[src/rtl/cmta_pkg.sv]
// Shared types and constants for the cube map texel address pipeline.
// No dependencies; the RTL files refer to this package by scoped names, the testbench imports it.
package cmta_pkg;

	localparam int MAX_FACE_WIDTH_DEF = 1024;
	localparam int COMPONENT_BITS_DEF = 16;

	localparam int FACE_WIDTH_BITS  = 11;
	localparam int FACE_BITS        = 3;
	localparam int TEXEL_INDEX_BITS = 23;

	localparam logic [FACE_WIDTH_BITS-1:0] FACE_WIDTH_RESET = 11'd1024;

	// register stages before and after the divider lanes
	localparam int FRONT_STAGES = 3;
	localparam int BACK_STAGES  = 4;

	typedef enum logic [FACE_BITS-1:0] {
		FACE_POS_X = 3'd0,
		FACE_NEG_X = 3'd1,
		FACE_POS_Y = 3'd2,
		FACE_NEG_Y = 3'd3,
		FACE_POS_Z = 3'd4,
		FACE_NEG_Z = 3'd5
	} face_t;

	typedef struct packed {
		face_t face;
		logic  degen;
	} face_info_t;

endpackage

[src/rtl/cmta_face_sel.sv]
// Front stages: major axis pick, face axes and division operands.
// Depends on cmta_pkg.
module cmta_face_sel #(
	parameter int CB = cmta_pkg::COMPONENT_BITS_DEF,
	parameter int WB = 11
) (
	input  logic                     clk,
	input  logic [2:0]               en,
	input  logic signed [CB-1:0]     dir_x,
	input  logic signed [CB-1:0]     dir_y,
	input  logic signed [CB-1:0]     dir_z,
	input  logic [WB-1:0]            w,
	output logic [CB+WB:0]           num_col,
	output logic [CB+WB:0]           num_row,
	output logic [CB:0]              den,
	output cmta_pkg::face_info_t     info
);

	localparam int RW = CB + 1 + WB;

	logic [CB-1:0]        ax, ay, az;
	logic signed [CB:0]   xe, ye, ze;
	logic signed [CB:0]   sc_d, tc_d;
	logic [CB-1:0]        ma_d;
	cmta_pkg::face_info_t info_d;

	logic signed [CB:0]   sc_s1, tc_s1;
	logic [CB-1:0]        ma_s1;
	cmta_pkg::face_info_t info_s1;

	logic signed [CB+1:0] ssum, tsum;
	logic [CB:0]          s_s2, t_s2, den_s2;
	cmta_pkg::face_info_t info_s2;

	logic [RW-1:0]        num_col_s3, num_row_s3;
	logic [CB:0]          den_s3;
	cmta_pkg::face_info_t info_s3;

	assign xe = {dir_x[CB-1], dir_x};
	assign ye = {dir_y[CB-1], dir_y};
	assign ze = {dir_z[CB-1], dir_z};
	assign ax = dir_x[CB-1] ? $unsigned(-dir_x) : $unsigned(dir_x);
	assign ay = dir_y[CB-1] ? $unsigned(-dir_y) : $unsigned(dir_y);
	assign az = dir_z[CB-1] ? $unsigned(-dir_z) : $unsigned(dir_z);

	always_comb begin
		info_d.degen = (ax == '0) && (ay == '0) && (az == '0);
		priority if (ax >= ay && ax >= az) begin
			tc_d = -ye;
			ma_d = ax;
			if (!dir_x[CB-1]) begin
				sc_d = -ze;
				info_d.face = cmta_pkg::FACE_POS_X;
			end else begin
				sc_d = ze;
				info_d.face = cmta_pkg::FACE_NEG_X;
			end
		end else if (ay >= az) begin
			sc_d = xe;
			ma_d = ay;
			if (!dir_y[CB-1]) begin
				tc_d = ze;
				info_d.face = cmta_pkg::FACE_POS_Y;
			end else begin
				tc_d = -ze;
				info_d.face = cmta_pkg::FACE_NEG_Y;
			end
		end else begin
			tc_d = -ye;
			ma_d = az;
			if (!dir_z[CB-1]) begin
				sc_d = xe;
				info_d.face = cmta_pkg::FACE_POS_Z;
			end else begin
				sc_d = -xe;
				info_d.face = cmta_pkg::FACE_NEG_Z;
			end
		end
	end

	always_ff @(posedge clk) begin
		if (en[0]) begin
			sc_s1   <= sc_d;
			tc_s1   <= tc_d;
			ma_s1   <= ma_d;
			info_s1 <= info_d;
		end
	end

	// c + ma lies in 0 .. 2*ma, so it fits CB+1 unsigned bits
	assign ssum = {sc_s1[CB], sc_s1} + {2'b00, ma_s1};
	assign tsum = {tc_s1[CB], tc_s1} + {2'b00, ma_s1};

	always_ff @(posedge clk) begin
		if (en[1]) begin
			s_s2    <= ssum[CB:0];
			t_s2    <= tsum[CB:0];
			den_s2  <= {ma_s1, 1'b0};
			info_s2 <= info_s1;
		end
	end

	always_ff @(posedge clk) begin
		if (en[2]) begin
			num_col_s3 <= RW'(s_s2) * RW'(w);
			num_row_s3 <= RW'(t_s2) * RW'(w);
			den_s3     <= den_s2;
			info_s3    <= info_s2;
		end
	end

	assign num_col = num_col_s3;
	assign num_row = num_row_s3;
	assign den     = den_s3;
	assign info    = info_s3;

endmodule

[src/rtl/cmta_div.sv]
// Pipelined restoring divider lane, one quotient bit per stage.
// Depends on cmta_pkg for its default component width.
module cmta_div #(
	parameter int CB = cmta_pkg::COMPONENT_BITS_DEF,
	parameter int QB = 11
) (
	input  logic              clk,
	input  logic [QB-1:0]     en,
	input  logic [CB+QB:0]    num,
	input  logic [CB:0]       den,
	output logic [QB-1:0]     quo
);

	localparam int RW = CB + 1 + QB;

	logic [RW-1:0] rem_s [QB];
	logic [QB-1:0] quo_s [QB];
	logic [CB:0]   den_s [QB];

	for (genvar i = 0; i < QB; i++) begin : g_step
		logic [RW-1:0] rem_in;
		logic [RW-1:0] trial;
		logic [QB-1:0] quo_in;
		logic [CB:0]   den_in;
		logic [QB:0]   quo_sh;
		logic          ge;

		if (i == 0) begin : g_first
			assign rem_in = num;
			assign quo_in = '0;
			assign den_in = den;
		end else begin : g_next
			assign rem_in = rem_s[i-1];
			assign quo_in = quo_s[i-1];
			assign den_in = den_s[i-1];
		end

		// quotient is below 2**QB, so the shifted divisor never loses bits
		assign trial  = RW'(den_in) << (QB - 1 - i);
		assign ge     = rem_in >= trial;
		assign quo_sh = {quo_in, ge};

		always_ff @(posedge clk) begin
			if (en[i]) begin
				rem_s[i] <= ge ? rem_in - trial : rem_in;
				quo_s[i] <= quo_sh[QB-1:0];
				den_s[i] <= den_in;
			end
		end
	end

	assign quo = quo_s[QB-1];

endmodule

[src/rtl/cmta_addr.sv]
// Back stages: clamp to the face, zero degenerate beats, linear texel address.
// Depends on cmta_pkg.
module cmta_addr #(
	parameter int WB = 11,
	parameter int CW = 10
) (
	input  logic                                     clk,
	input  logic [3:0]                               en,
	input  logic [WB-1:0]                            w,
	input  logic [WB-1:0]                            quo_col,
	input  logic [WB-1:0]                            quo_row,
	input  cmta_pkg::face_info_t                     info,
	output logic [cmta_pkg::FACE_BITS-1:0]           face,
	output logic [CW-1:0]                            col,
	output logic [CW-1:0]                            row,
	output logic [cmta_pkg::TEXEL_INDEX_BITS-1:0]    texel_index,
	output logic                                     degenerate
);

	localparam int FW  = WB + 3;
	localparam int PW  = FW + WB;
	localparam int TIW = cmta_pkg::TEXEL_INDEX_BITS;
	localparam int SW  = (PW > TIW) ? PW : TIW;

	logic [WB-1:0]  wm1, col_cl, row_cl;
	cmta_pkg::face_t face_d;

	logic [CW-1:0]   col_s1, row_s1;
	logic [FW-1:0]   facew_s1;
	cmta_pkg::face_t face_s1;
	logic            degen_s1;

	logic [CW-1:0]   col_s2, row_s2;
	logic [FW-1:0]   base_s2;
	cmta_pkg::face_t face_s2;
	logic            degen_s2;

	logic [CW-1:0]   col_s3, row_s3;
	logic [PW-1:0]   prod_s3;
	cmta_pkg::face_t face_s3;
	logic            degen_s3;

	logic [CW-1:0]   col_s4, row_s4;
	logic [TIW-1:0]  idx_s4;
	cmta_pkg::face_t face_s4;
	logic            degen_s4;
	logic [SW-1:0]   idx_sum;

	assign wm1 = w - 1'b1;

	// clamp the quotients to w - 1; a zero vector drops everything to face 0, texel 0
	always_comb begin
		col_cl = (quo_col > wm1) ? wm1 : quo_col;
		row_cl = (quo_row > wm1) ? wm1 : quo_row;
		face_d = info.face;
		if (info.degen) begin
			col_cl = '0;
			row_cl = '0;
			face_d = cmta_pkg::FACE_POS_X;
		end
	end

	always_ff @(posedge clk) begin
		if (en[0]) begin
			col_s1   <= CW'(col_cl);
			row_s1   <= CW'(row_cl);
			facew_s1 <= FW'(face_d) * FW'(w);
			face_s1  <= face_d;
			degen_s1 <= info.degen;
		end
	end

	always_ff @(posedge clk) begin
		if (en[1]) begin
			col_s2   <= col_s1;
			row_s2   <= row_s1;
			base_s2  <= facew_s1 + FW'(row_s1);
			face_s2  <= face_s1;
			degen_s2 <= degen_s1;
		end
	end

	always_ff @(posedge clk) begin
		if (en[2]) begin
			col_s3   <= col_s2;
			row_s3   <= row_s2;
			prod_s3  <= PW'(base_s2) * PW'(w);
			face_s3  <= face_s2;
			degen_s3 <= degen_s2;
		end
	end

	assign idx_sum = SW'(prod_s3) + SW'(col_s3);

	always_ff @(posedge clk) begin
		if (en[3]) begin
			col_s4   <= col_s3;
			row_s4   <= row_s3;
			idx_s4   <= idx_sum[TIW-1:0];
			face_s4  <= face_s3;
			degen_s4 <= degen_s3;
		end
	end

	assign face        = face_s4;
	assign col         = col_s4;
	assign row         = row_s4;
	assign texel_index = idx_s4;
	assign degenerate  = degen_s4;

endmodule

[src/rtl/cube_map_texel_address.sv]
// Top level of the cube map face selection and texel addressing pipeline.
// Depends on cmta_pkg, cmta_face_sel, cmta_div and cmta_addr.
//
//   channel   valid      stall      payload
//   -------   --------   --------   -----------------------------------------
//   input     in_valid   in_stall   dir_x, dir_y, dir_z
//   output    out_valid  out_stall  face, col, row, texel_index, degenerate
//   config    cfg_wr_en  (none)     cfg_wr_data -> face_width
//
// Throughput is one beat per clock while out_stall is low. WB =
// clog2(MAX_FACE_WIDTH + 1) is the number of quotient bits: the two
// restoring divider lanes retire one bit per stage.
// Reset clears the valid bits and loads face_width with 1024; data registers
// are not reset. A stalled output holds its beat while empty stages upstream
// keep filling, so bubbles are squeezed out before the input is stalled.
module cube_map_texel_address #(
	parameter int MAX_FACE_WIDTH = cmta_pkg::MAX_FACE_WIDTH_DEF,
	parameter int COMPONENT_BITS = cmta_pkg::COMPONENT_BITS_DEF,
	localparam int CW = (MAX_FACE_WIDTH > 1) ? $clog2(MAX_FACE_WIDTH) : 1
) (
	input  logic                                    clk,
	input  logic                                    arst_n,

	input  logic                                    cfg_wr_en,
	input  logic [cmta_pkg::FACE_WIDTH_BITS-1:0]    cfg_wr_data,

	input  logic                                    in_valid,
	output logic                                    in_stall,
	input  logic signed [COMPONENT_BITS-1:0]        dir_x,
	input  logic signed [COMPONENT_BITS-1:0]        dir_y,
	input  logic signed [COMPONENT_BITS-1:0]        dir_z,

	output logic                                    out_valid,
	input  logic                                    out_stall,
	output logic [cmta_pkg::FACE_BITS-1:0]          face,
	output logic [CW-1:0]                           col,
	output logic [CW-1:0]                           row,
	output logic [cmta_pkg::TEXEL_INDEX_BITS-1:0]   texel_index,
	output logic                                    degenerate
);

	localparam int CB   = COMPONENT_BITS;
	localparam int WB   = $clog2(MAX_FACE_WIDTH + 1);
	localparam int FS   = cmta_pkg::FRONT_STAGES;
	localparam int BS   = cmta_pkg::BACK_STAGES;
	localparam int N    = FS + WB + BS;
	localparam int RW   = CB + 1 + WB;
	localparam int CMPW = (WB > cmta_pkg::FACE_WIDTH_BITS) ? WB : cmta_pkg::FACE_WIDTH_BITS;

	// face_width register and its saturated form
	logic [cmta_pkg::FACE_WIDTH_BITS-1:0] face_width_q;
	logic [CMPW-1:0]                      fw_ext;
	logic [WB-1:0]                        w_eff;

	always_ff @(posedge clk or negedge arst_n) begin
		if (!arst_n) begin
			face_width_q <= cmta_pkg::FACE_WIDTH_RESET;
		end else if (cfg_wr_en) begin
			face_width_q <= cfg_wr_data;
		end
	end

	// Config changes only while the pipe is idle (the user's duty; the block does
	// not enforce it), as every stage reads the live value.
	assign fw_ext = CMPW'(face_width_q);

	always_comb begin
		priority if (fw_ext == '0) begin
			w_eff = WB'(1);
		end else if (fw_ext > CMPW'(MAX_FACE_WIDTH)) begin
			w_eff = WB'(MAX_FACE_WIDTH);
		end else begin
			w_eff = WB'(fw_ext);
		end
	end

	// Pipeline control: a stage may load when it, or any stage after it,
	// is empty, or when the output is being drained.
	logic [N-1:0] vld_s;
	logic [N-1:0] vld_in;
	logic [N-1:0] en;

	// valid bit offered to each stage: the input for the first, the stage before it after that
	assign vld_in = {vld_s[N-2:0], in_valid};

	for (genvar i = 0; i < N; i++) begin : g_ctl
		assign en[i] = !out_stall || !(&vld_s[N-1:i]);

		always_ff @(posedge clk or negedge arst_n) begin
			if (!arst_n) begin
				vld_s[i] <= 1'b0;
			end else if (en[i]) begin
				vld_s[i] <= vld_in[i];
			end
		end
	end

	assign in_stall  = !en[0];
	assign out_valid = vld_s[N-1];

	// Front: face pick and division operands
	logic [RW-1:0]        num_col, num_row;
	logic [CB:0]          den;
	cmta_pkg::face_info_t info_f;

	cmta_face_sel #(
		.CB (CB),
		.WB (WB)
	) u_face_sel (
		.clk     (clk),
		.en      (en[FS-1:0]),
		.dir_x   (dir_x),
		.dir_y   (dir_y),
		.dir_z   (dir_z),
		.w       (w_eff),
		.num_col (num_col),
		.num_row (num_row),
		.den     (den),
		.info    (info_f)
	);

	// Two divider lanes, one per face coordinate
	logic [WB-1:0] quo_col, quo_row;

	cmta_div #(
		.CB (CB),
		.QB (WB)
	) u_div_col (
		.clk (clk),
		.en  (en[FS+WB-1:FS]),
		.num (num_col),
		.den (den),
		.quo (quo_col)
	);

	cmta_div #(
		.CB (CB),
		.QB (WB)
	) u_div_row (
		.clk (clk),
		.en  (en[FS+WB-1:FS]),
		.num (num_row),
		.den (den),
		.quo (quo_row)
	);

	// Carry face and degenerate flag alongside the divider lanes
	cmta_pkg::face_info_t info_sd [WB];

	for (genvar i = 0; i < WB; i++) begin : g_info
		if (i == 0) begin : g_head
			always_ff @(posedge clk) begin
				if (en[FS]) begin
					info_sd[i] <= info_f;
				end
			end
		end else begin : g_tail
			always_ff @(posedge clk) begin
				if (en[FS+i]) begin
					info_sd[i] <= info_sd[i-1];
				end
			end
		end
	end

	// Back: clamp, address, output register
	cmta_addr #(
		.WB (WB),
		.CW (CW)
	) u_addr (
		.clk         (clk),
		.en          (en[N-1:N-BS]),
		.w           (w_eff),
		.quo_col     (quo_col),
		.quo_row     (quo_row),
		.info        (info_sd[WB-1]),
		.face        (face),
		.col         (col),
		.row         (row),
		.texel_index (texel_index),
		.degenerate  (degenerate)
	);

endmodule

[config.mk]
export PLATFORM = sky130hd
export DESIGN_NAME = cube_map_texel_address
export DESIGN_NICKNAME = d
export VERILOG_FILES = /design/src/rtl/cmta_pkg.sv /design/src/rtl/cmta_face_sel.sv /design/src/rtl/cmta_div.sv /design/src/rtl/cmta_addr.sv /design/src/rtl/cube_map_texel_address.sv
export SDC_FILE = /design/constraint.sdc
export NUM_CORES = 2
export LEC_CHECK = 0
export ABC_AREA = 1
export BUFFER_PORTS_ARGS = -buffer_cell sky130_fd_sc_hd__buf_2
export CAP_MARGIN = 20
export CELL_PAD_IN_SITES_DETAIL_PLACEMENT = 0
export CELL_PAD_IN_SITES_GLOBAL_PLACEMENT = 1
export CORE_AREA = 2 2 563 565
export DETAILED_ROUTE_END_ITERATION = 10
export DIE_AREA = 0 0 565 567
export GPL_ROUTABILITY_DRIVEN = 0
export PLACE_DENSITY = 0.62
export SYNTH_ARGS = -nofsm -noshare
export SYNTH_HDL_FRONTEND = slang
export SYNTH_SLANG_ARGS = --single-unit
export TNS_END_PERCENT = 30
[constraint.sdc]
create_clock -name clk -period 14.2 [get_ports clk]
set_input_delay 2.84 -clock clk [delete_from_list [all_inputs] [get_ports clk]]
set_output_delay 2.84 -clock clk [all_outputs]
set_load 0.02 [all_outputs]
# [After elaboration in Yosys (flattened, before gate mapping)]
# Memories as Yosys holds them, arrays and structs flattened.
# Index checks and enable logic that the tools add are counted.
[classes] n_addsub=33 multipliers=4 div=0 magnitude_cmp=28 n_eq_ne=0 n_shift=0 mux=66 bitwise_logic=0 reduce_logical=62
[op_table] cell="28-bit 2-to-1 mux" n=22
[op_table] cell="17-bit 2-to-1 mux" n=7
[op_table] cell="16-bit 2-to-1 mux" n=5
[op_table] cell="28-bit by 17-bit >= comparator with 1-bit output" n=2
[op_table] cell="28-bit by 18-bit >= comparator with 1-bit output" n=2
[op_table] cell="28-bit by 19-bit >= comparator with 1-bit output" n=2
[op_table] cell="28-bit by 20-bit >= comparator with 1-bit output" n=2
[op_table] cell="28-bit by 21-bit >= comparator with 1-bit output" n=2
[op_table] cell="28-bit by 22-bit >= comparator with 1-bit output" n=2
[op_table] cell="28-bit by 23-bit >= comparator with 1-bit output" n=2
[op_table] cell="28-bit by 24-bit >= comparator with 1-bit output" n=2
[op_table] cell="28-bit by 25-bit >= comparator with 1-bit output" n=2
[op_table] cell="28-bit by 26-bit >= comparator with 1-bit output" n=2
[op_table] cell="28-bit by 27-bit >= comparator with 1-bit output" n=2
[op_table] cell="17-bit by 11-bit multiplier with 28-bit output" n=2
[op_table] cell="28-bit by 17-bit subtractor with 28-bit output" n=2
[op_table] cell="28-bit by 18-bit subtractor with 28-bit output" n=2
[op_table] cell="28-bit by 19-bit subtractor with 28-bit output" n=2
[op_table] cell="28-bit by 20-bit subtractor with 28-bit output" n=2
[op_table] cell="28-bit by 21-bit subtractor with 28-bit output" n=2
[op_table] cell="28-bit by 22-bit subtractor with 28-bit output" n=2
[op_table] cell="28-bit by 23-bit subtractor with 28-bit output" n=2
[op_table] cell="28-bit by 24-bit subtractor with 28-bit output" n=2
[op_table] cell="28-bit by 25-bit subtractor with 28-bit output" n=2
[op_table] cell="other kinds (39)" n=117
[totals] regBits=383 latchBits=0 ram_bits=1276 romBits=0 inputBits=64 out_inout_bits=49 mem_count=7
[memory_table] name="u_div_col.rem_s" words=11 width=28 rd=10 rd_ports_with_merged_regs=0 wr=11 line_no="cmta_div.sv:16" rtl="logic [RW-1:0] rem_s [QB];"
[memory_table] name="u_div_row.rem_s" words=11 width=28 rd=10 rd_ports_with_merged_regs=0 wr=11 line_no="cmta_div.sv:16"
[memory_table] name="u_div_col.den_s" words=11 width=17 rd=10 rd_ports_with_merged_regs=0 wr=11 line_no="cmta_div.sv:18" rtl="logic [CB:0] den_s [QB];"
[memory_table] name="u_div_row.den_s" words=11 width=17 rd=10 rd_ports_with_merged_regs=0 wr=11 line_no="cmta_div.sv:18"
[memory_table] name="u_div_col.quo_s" words=11 width=11 rd=11 rd_ports_with_merged_regs=0 wr=11 line_no="cmta_div.sv:17" rtl="logic [QB-1:0] quo_s [QB];"
[memory_table] name="u_div_row.quo_s" words=11 width=11 rd=11 rd_ports_with_merged_regs=0 wr=11 line_no="cmta_div.sv:17"
[memory_table] name="+1 memories"

# [Logic depth before layout (Yosys ltp)]
[depth] word_depth=6 depth_mapped=29 ltp_nobuf=29

# [Hierarchy]
# From an unflattened synthesis, not the netlist that was laid out.
[unflattened] cells_unflattened=13948 area_unflattened_um2=109254.8
[by_module_without_submodules] mod="cmta_div at u_div_col" n_inst=1 cells_per_inst=4455 area_per_inst_um2=34015.1 seq_area_each_um2=15494.9
[by_module_without_submodules] mod="cmta_div at u_div_row" n_inst=1 cells_per_inst=4522 area_per_inst_um2=33975.1 seq_area_each_um2=15494.9
[by_module_without_submodules] mod="cmta_face_sel" n_inst=1 cells_per_inst=3125 area_per_inst_um2=24247.0 seq_area_each_um2=5525.3
[by_module_without_submodules] mod="cmta_addr" n_inst=1 cells_per_inst=1619 area_per_inst_um2=14302.5 seq_area_each_um2=5104.9
[by_module_without_submodules] mod="cube_map_texel_address" n_inst=1 cells_per_inst=227 area_per_inst_um2=2715.1 seq_area_each_um2=2048.2

# [Worst setup path before layout]
# Ideal clock, no wire load.
[synth_timing] path_type="input to register" from="input port out_stall" to="memory info_sd[4][0] (netlist bit), enable pin" arrival_ns=9.162 path_slack_ns=4.590 path_stages=7 n_path_buf=0 path_cell_list="nand3_1 -> nor2_2 -> nand2_2 -> nor2_1 -> nand2_1 -> inv_1 -> nand2_1"
[synth_lines] item="from (decl)" line_no="cube_map_texel_address.sv:34" rtl="input logic out_stall,"
[synth_lines] item="to (decl)" line_no="cube_map_texel_address.sv:148" rtl="cmta_pkg::face_info_t info_sd [WB];"

# [Final worst setup path]
[layout_timing] from="register face_width_q[10] (netlist bit)" to="register u_face_sel.num_row_s3[22] (netlist: u_face_sel.num_row[22]), data pin"
[layout_between] elab_chain_len=4
[layout_lines] item="from (decl)" line_no="cube_map_texel_address.sv:51" rtl="logic [cmta_pkg::FACE_WIDTH_BITS-1:0] face_width_q;"
[layout_lines] item="from (signal assigned)" line_no="cube_map_texel_address.sv:57" rtl="face_width_q <= cmta_pkg::FACE_WIDTH_RESET;"
[layout_lines] item="from (signal assigned)" line_no="cube_map_texel_address.sv:59" rtl="face_width_q <= cfg_wr_data;"
[layout_lines] item="11-bit > comparator" line_no="cube_map_texel_address.sv:70" rtl="end else if (fw_ext > CMPW'(MAX_FACE_WIDTH)) begin"
[layout_lines] item="11-bit 2-to-1 mux" line_no="cube_map_texel_address.sv:70"
[layout_lines] item="11-bit 2-to-1 mux (*)" line_no="cube_map_texel_address.sv:68" rtl="priority if (fw_ext == '0) begin"
[layout_lines] item="17-bit by 11-bit multiplier with 28-bit output (*)" line_no="cmta_face_sel.sv:106" rtl="num_row_s3 <= RW'(t_s2) * RW'(w);"
[layout_lines] item="to (signal assigned)" line_no="cmta_face_sel.sv:106"
[layout_lines] item="to (decl)" line_no="cmta_face_sel.sv:35" rtl="logic [RW-1:0] num_col_s3, num_row_s3;"
# Every way passes the cells marked *; elsewhere a longest branch is shown, timed or not.
# A chain may end at the register's enable or synchronous reset.

==> run metrics <==
worst min-delay path class=reg2reg; FF+latch count, synth=1,279; synth-to-layout area growth=11.23%; Tightest Pin Transition=1.186 ns; Max Clock Skew=0.07746 ns; Hold Path Depth=0; clock transition time at the flip-flop clock pins of the worst setup and hold paths=~0.07 ns; crit path DAT=8.18 ns; global-route wire length before repair=around 420,000 um; layout cell share with drive strength beyond 1=0.06429; fill count=~33,000; iteration-0 DRC count of the detailed router=4,936; DR pass1 iterations=5; FMAX=~130 MHz; post-CTS sizing=0; portion of the clock cycle consumed by the worst path in the final layout=0.5374; detailed-route DRC error count=0; cell-by-cell trace of the critical path=buf_4 > nand2_2 > nand2_1 > inv_1 > buf_4 > nand2_1 > fa_1 > fa_1 > fa_1 > inv_1 > fa_1 > inv_1 > fa_1 > inv_1 > ha_1 > nand2_1 > o21ai_0 > a21oi_1 > nor2_1 > nor2_1 > xnor2_1; total grt overflow=0; number of warnings issued by yosys=0; multi-input logic area=about 46,000 um^2; slowest cell on the critical path=nand2_1; final setup TNS=0 ns; starting density of the core=0.2889; CP bufs+invs=6; master cell of the clock root buffer=clkbuf_16; largest area contributor in the synthesized netlist=edfxtp_1; type of the worst setup path=reg2reg; count of endpoints failing hold in the final timing report=0; Synth Instances=just under 10,000; overall global routing resource usage=0.1681; Skew-Pair Late Insertion Delay=0.83 ns; cell with the most instances on the worst path=fa_1; total number of vias=68,221; Post-synth EDFFs=roughly 1,300; ratio of routed vias to standard cells=4.758; number of distinct standard cells referenced by the synthesized netlist=78; hpwl dp=220,000 um; placeable core area=between 300,000 and 400,000 um^2; number of cells on the worst reg-to-reg path=21; final routed wirelength across all metal layers=around 270,000 um; Syn Std Cell Area=a little over 90,000 um^2; number of routed nets with antenna violations=0; total clock buffers created by CTS=156; type of destination of the critical path=flip-flop; Crit path depth=21; fraction of synthesized cell area taken by the top area cell type=0.4138; Port Buffer Count=between 100 and 150; Max Slew Vio Count=0; postcts setup bufs=0; FF/Latch Area=around 38,000 um^2; run status=complete, no violations; headroom to the max-slew limit=0.2007; critical path launch point type=flip-flop; sink count of the clock tree=between 1,000 and 1,500; DIE WIDTH=565 um; stage delay of the slowest cell on the critical path=roughly 0.76 ns; RSZ-0062 raised after global routing=false; full die area=roughly 320,000 um^2; CTS H-tree depth=4; Final min period=~7.6 ns; maximum buffer depth of the clock tree=4; leading cell types by total area after synthesis=edfxtp_1 41%, ha_1 9.4%, fa_1 9.0%; Boundary Pins=roughly 110; largest fanout on the critical path=54; max-capacitance violation count=0; vertical extent of the die=about 570 um; maximum number of pins on one net before global-route repair=83; required time worst endpoint=14.75 ns; detail-routed net length per standard cell=between 15 and 20 um; cell class contributing the biggest share of worst-path delay=adder cells; mean area per synthesized cell=~9.1 um^2; via count of the first global-routing pass=68,560; proportion of synthesized chip area in sequential cells=0.4218; final layout net count=approximately 11,000; Primary FF master, synth=edfxtp_1; initial antenna violation count=12; Final Setup Violations=0; nets in the synthesized netlist=roughly 11,000; fraction of registers with async set or reset after synthesis=0.02267; Hold Buf Count CTS=0; CTS tree=yes; number of standard-cell rows in the floorplan=between 200 and 250
==> Yosys cell counts, types with 49 or more instances <==
cell type  instances
a21o_1            63
o21ai_2           87
xor2_1           234
o21ai_1          113
fa_1             408
nor3_1           119
o21ai_0          514
ha_1             682
xnor2_1          215
a21oi_1          550
nand3_1          356
nor4_1            69
nand2_1         2129
inv_1           1447
clkbuf_1          56
nor2_1           921
edfxtp_1        1250
nand4_1          123
or2_2             52
a31oi_1           49
==> final timing paths <==
| kind | from | to | slack, ns |
|---|---|---|---|
| setup reg to reg | face_width_q[10]$_DFFE_PN1P_ | u_face_sel.num_row[22]$_DFFE_PP_ | 6.57 |
| max in group asynchronous | arst_n | vld_in[4]$_DFFE_PN0P_ | 11.54 |
| min in group asynchronous | arst_n | face_width_q[2]$_DFFE_PN0P_ | 2.12 |
| hold reg to reg | u_div_row.quo_s[6][3]$_DFFE_PP_ | u_div_row.quo_s[7][4]$_DFFE_PP_ | 0.38 |
| setup / recovery | face_width_q[10]$_DFFE_PN1P_ | u_face_sel.num_row[22]$_DFFE_PP_ | 6.57 |
| hold / removal | u_div_row.quo_s[6][3]$_DFFE_PP_ | u_div_row.quo_s[7][4]$_DFFE_PP_ | 0.38 |
==> flip-flops by register name, summed over array words and instances, names as in the netlist, 32 cells and up <==
signal,count
u_div_col.den_s,128
u_div_col.rem_s,280
u_div_row.rem_s,280
u_div_row.quo_s,66
info_sd,44
u_div_row.den_s,32
u_div_col.quo_s,66
==> logic make-up after synthesis <==
kind of cell | share of synthesized area
and+or+nand+nor | 0.1776
buffers and inverters | 0.07159
AOI/OAI and AO/OA | 0.1013
DFF | 0.4218
adders and majority gates | 0.1841
xor gates and xnor gates | 0.04353
==> through the flow <==
step | setup slack, ns | util | instance area (um^2) | std cells | hold slack [ns]
floorplan | 4.590 | - | 90710 | 9915 | 0.4003
global placement | 6.483 | 0.3056 | 95930 | 14062 | 0.4012
detailed placement | 6.495 | 0.3056 | 95930 | 14062 | 0.4045
CTS | 6.605 | 0.3214 | 100900 | 14333 | 0.3723
global route | 6.039 | 0.3214 | 100900 | 14336 | 0.3795
finish | 6.569 | 0.3214 | 100900 | 14337 | 0.3821
==> per-layer routing <==
layer | global-route usage | vias up | wire length (um)
met5 | 0 | - | 62
met3 | 0.01849 | 344 | 10480
met4 | 0.04493 | 10 | 7482
li1 | - | 33421 | -
met1 | 0.2201 | 32954 | 121400
met2 | 0.2923 | 1492 | 132800
==> cells in the final DEF (no fill, tap or decap), drive strengths merged, types with 8 or more instances in the layout <==
master and count:
nand2 2147, clkinvlp 15, clkbuf 173, nor4 72, a21o 63, a31oi 50
fa 408, inv 1470, ha 682, nand3b 22, clkinv 76, a211oi 11
o2111ai 10, bufinv 15, nor3 122, xor2 235, and2 10, a21oi 586
edfxtp 1250, o21ai 715, o21bai 50, dfrtp 28, nand4 123, and3 8
a221oi 9, a21boi 21, o21a 19, o211ai 33, buf 153, xnor2 215
nand3 366, nor2 936, or2 55
==> final cells by class <==
class	instances	share of cell area
multi-input combinational	6992	0.4562
sequential	1279	0.3792
inverter	1478	0.05513
tap	4160	0.05159
clock buffer	173	0.03942
clock inverter	98	0.009710
timing repair buffer	153	0.008606
antenna	4	0.00009921
Power is left out: the tool's default activity adds up to more than one toggle a clock period on the data nets, which glitch-free logic cannot reach.
